[config.mk]
export PLATFORM = sky130hd
export DESIGN_NAME = tcrr_ram
export DESIGN_NICKNAME = d
export VERILOG_FILES = /design/src/sv/tcrr_ram.sv
export SDC_FILE = /design/constraint.sdc
export NUM_CORES = 2
export LEC_CHECK = 0
export BUFFER_PORTS_ARGS = -buffer_cell sky130_fd_sc_hd__buf_2
export CAP_MARGIN = 30
export CORE_ASPECT_RATIO = 0.7
export CORE_UTILIZATION = 40
export DETAILED_ROUTE_END_ITERATION = 8
export PLACE_DENSITY = 0.61
export SYNTH_ARGS = -nofsm -noshare
export SYNTH_HDL_FRONTEND = slang
export SYNTH_SLANG_ARGS = --single-unit
[constraint.sdc]
create_clock -name clk -period 2.02 [get_ports clk]
set_input_delay 0 -clock clk [delete_from_list [all_inputs] [get_ports clk]]
set_output_delay 0 -clock clk [all_outputs]
set_load 0.005 [all_outputs]
[src/sv/tcrr_ram.sv]
`default_nettype none

module tcrr_ram #(
  parameter int WIDTH = 8,
  parameter int DEPTH = 512
) (
  input  wire logic                     clk,
  input  wire logic                     we,
  input  wire logic [$clog2(DEPTH)-1:0] waddr,
  input  wire logic [WIDTH-1:0]         wdata,
  input  wire logic                     re,
  input  wire logic [$clog2(DEPTH)-1:0] raddr,
  output      logic [WIDTH-1:0]         rdata
);

  logic [WIDTH-1:0] mem [DEPTH];

  // One write port, one registered read port
  always_ff @(posedge clk) begin
    if (we) begin
      mem[waddr] <= wdata;
    end
    if (re) begin
      rdata <= mem[raddr];
    end
  end

endmodule

`default_nettype wire

## Word level (Yosys, flattened, before mapping)

Memory sizes are Yosys's and may differ from the RTL's. A register that Yosys moved wholly into a read port is not among the register bits.
Cells that the tools add are included.

- Register bits: 0
- Memory bits (writable): 4,096
- Input bits: 29
- Output and inout bits: 8
- Logic and storage cells: 3
- Memories kept: 1

Memories:

| memory | depth | width | rd ports | clocked after Yosys merged registers in | write ports | RTL line | text |
|---|---|---|---|---|---|---|---|
| mem | 512 | 8 | 1 | 1 | 1 | 16 | `logic [WIDTH-1:0] mem [DEPTH];` |

- Multiplexer cells: 2

Operators with widths:

| operator | number |
|---|---|
| 2-to-1 mux 1 bit | 2 |

## Logic depth before layout (Yosys ltp)

- Word-level depth: 2
- Depth in mapped cells: 12
- Gate-level depth less buffers: 7

## Least setup slack after synthesis

OpenSTA, ideal clock, no wires.

- Path kind: in2reg
- Start: input port raddr[0]
- End: register rdata[0] (read register of mem), data pin
- Library setup time: 257 ps
- Arrival: 1,854 ps
- Data required time: 1,763 ps
- Slack: -91 ps
- Stages: 10
- Buffers on the path: 4
- Path through: buf_4 buf_12 buf_12 buf_2 mux4_2 o21ai_0 nand3_1 nand4_1 o21ai_0 o2111a_1

RTL lines:

| item | RTL line | text |
|---|---|---|
| from (decl) | 12 | `input wire logic [$clog2(DEPTH)-1:0] raddr,` |
| to (decl) | 13 | `output logic [WIDTH-1:0] rdata` |

==> qor.txt <==
max-slew violations: 0
Int Pwr: 136 mW
Overflow after GRT: 0
Cell Area, Synth: 160000 um^2
WL/cell: 29.8 um
post-synthesis sequential area ratio: 0.770
FMAX: 0.390 GHz
DR iter-0 viols: 12.3k
via-per-instance ratio: 5.82
CP max stage cell: mux4_2
largest net degree at the start of global routing: 114
Comb power frac: 0.060
final WL: 451000 um
worst-case clock buffer depth: 4
Port Buffers: 36
CP Class: register to register
largest family of logic cells by synthesized area: multiplexers
Die ar.: 403000 um^2
DRC errors left: 0
CP Data Arrival Time: 3.27 ns
Final Skew: 0.0668 ns
synthesis-to-layout area growth: 19.6%
reg2reg setup slack: -0.55 ns
Mapped Nets: 8059
CTS Buf Count: 374
Pre-antenna DRT Iters: 7
CP peak stage delay: 0.66 ns
GRT busiest layer: met1
minimum clock period: 2.57 ns
sequential power share: 0.538
FP Rows: 193
EDFF count, synth: 4104
Setup crit start: mem[423][3]
H-tree depth: 5
Clock Latency Late Sink: 0.95 ns
buffers and inverters on the worst path: 1
clock sink count: 4104
sw frac: 0.218
critical path peak fanout: 1
Vias: 87.9k
first-pass GRT wire length: 639000 um
footprint of the multi-input gates: 34800 um^2
Worst EP required: 2.72 ns
HP Start: wdata[0]
Compound-Gate Fraction of Synth Area: 0.0431
vias in the first global route: 86.3k
path depth of the worst reg2reg path: 6
RSZ-0062 raised after global routing: true
Die Ht: 531 um
Leak: 63.4 nW
CP startpoint kind: register
initial antenna violation count: 20
Nets: 9581
Root Driver: clkbuf_16
FILL cells: 32.3k
core area: 397000 um^2
CP Capture Type: register
failing checks: negative setup slack
met2 Usage GRT: 0.314
max-cap violation count: 0
synthesized area per cell: 19.9 um^2
Final Hold Fails: 0
Starting Density: 0.404
worst ir drop on vdd: 0.000771 V
clk slew on worst S/H paths: 0.07 ns
Crit Reg-Reg Endpoint: rdata[3]
Power Density: 911 nW/um^2
hold crit path type: input pin to register
Switch Pwr: 38.0 mW
Slew @ Worst Pin: 1.03 ns
pre-CTS WS: -1.76 ns
Yosys cell types: 50
global placement routability congestion: 0.899
I/O Pins: 37
mux contribution to synthesized area: 0.142
final setup margin: -0.547 ns
worst-path cell chain: mux4_2 -> mux4_2 -> nor4_4 -> buf_4 -> nor4_4 -> o2111a_1
fraction of the cycle the final worst path needs: 1.27
GRT Overall Usage: 0.220
Syn Inst Count: 8030
ratio of cells with drive above 1 in the final layout: 0.300
most common cell after layout, fill and taps aside: edfxtp_1
most frequent cells in the layout: edfxtp_1, buf_4, mux2i_1, mux4_2, nor2_1
Synth Area in Simple Gates: 0.0263
status: finished with violations
Clk pwr share: 0.402
adder-cell share of the synthesized area: 0
Worst Hold End: mem[82][0]
hold depth: 2
detailed placement HPWL: 297000 um
CTS tree: built
XOR/XNOR Fraction of Synth Area: 0
ys async rst share: 0
Max-slew headroom: 0.314
Synth Register Bits: 4104
Reg area: 123000 um^2
R2R Path Start: mem[423][3]
ANT nets after route: 0
met3 Usage GRT: 0.0533
number of setup violations in the final report: 8
crit-path leading delay family: multiplexers
Die Wd: 758 um
Synth Warn #: 0
Synth Flop Type: edfxtp_1
met1 Resource Use GR: 0.337
hold_ws: 0.0747 ns
[repair_timing]
action	4_1_cts	5_1_grt
setup endpoints to repair	8	29
resized for setup	103	64
pin swaps	21	29
hold buffers	18	0
hold endpoints to repair	4039	0
buffers inserted	1	2
[cells in the mapped netlist (6+ instances only)]
master | n | area, um^2
a22oi_1 | 61 | 458
edfxtp_1 | 4104 | 123000
buf_6 | 64 | 721
mux2i_1 | 797 | 7980
o2111a_1 | 8 | 90.1
o22ai_1 | 163 | 1020
a211oi_1 | 17 | 128
a21oi_1 | 194 | 971
nor2_1 | 597 | 2240
o221ai_1 | 371 | 3250
or3_1 | 6 | 37.5
o41ai_1 | 7 | 61.3
buf_1 | 41 | 154
clkbuf_1 | 265 | 995
o31ai_1 | 13 | 97.6
nor2b_1 | 6 | 37.5
nand4_1 | 32 | 200
and2_1 | 20 | 125
o21ai_0 | 118 | 591
nand3_1 | 36 | 180
nand2_1 | 111 | 417
buf_4 | 70 | 526
buf_8 | 11 | 165
nor4_1 | 36 | 225
nor3b_1 | 8 | 60.1
buf_2 | 57 | 285
nor3_1 | 109 | 546
mux4_2 | 654 | 14700
[worst register-to-register path, cell delays in order, from the launching register on]
cell and delay [ns]:
edfxtp_1 0.39, mux4_2 0.53, mux4_2 0.66, nor4_4 0.38, buf_4 0.22, nor4_4 0.06
o2111a_1 0.12
[worst max-delay path by stage]
stage                     to  slack (ns)  cells past startpoint
detailed placement  rdata[4]       -1.76                     12
floorplan           rdata[4]       0.001                     10
global placement    rdata[4]       -1.75                     12
CTS                 rdata[3]       -0.52                      6
global route        rdata[3]       -0.58                      6
finish              rdata[3]       -0.55                      6
[routing by layer]
metal | share of wire | vias up
li1 | - | 36500
met1 | 0.43 | 46000
met2 | 0.43 | 4745
met3 | 0.12 | 625
met4 | 0.027 | 2
met5 | 0.000035 | -
[power by group through the flow]
stage                     Combinational, mW  Sequential (mW)  Clock, mW
after floorplan                        4.47             95.6          0
after global placement                 9.99             95.6          0
after detailed placement               10.1             95.6          0
after CTS                              10.3             93.8       70.9
after global routing                   10.9             93.7       73.9
final                                  10.5             93.8       70.0
[through the flow]
stage          instances  TNS [ns]  power [mW]  utilization  area, um^2
6_report           15100     -3.58         174        0.482      191000
5_1_grt            15100     -3.84         179        0.482      191000
3_3_place_gp       14400    -11.79         106        0.450      178000
3_5_place_dp       14400    -11.63         106        0.450      178000
4_1_cts            15100     -3.45         175        0.482      191000
2_1_floorplan       8030         0         100            -      160000
[area by class of cell]
cell class / instances / area share
Sequential cell: 4104 / 0.644
Multi-Input combinational cell: 3410 / 0.182
Timing Repair Buffer: 1659 / 0.0776
Clock buffer: 452 / 0.0509
Tap cell: 5265 / 0.0344
Clock inverter: 219 / 0.0107
Inverter: 3 / 0.0000981
Antenna cell: 3 / 0.0000392
[cells by family (layout without fill, tap and decap cells)]
group / Yosys count / count (layout)
mux: 1451 / 1451
other cells: 0 / 3
simple gates: 980 / 980
flops: 4104 / 4104
buf+inv: 516 / 2333
compound gates: 979 / 979
[state kept, by name, summed over array words and instances (netlist names)]
name / cells
mem: 4096
rdata: 8
No activity file was read; power rests on OpenSTA's default activity.
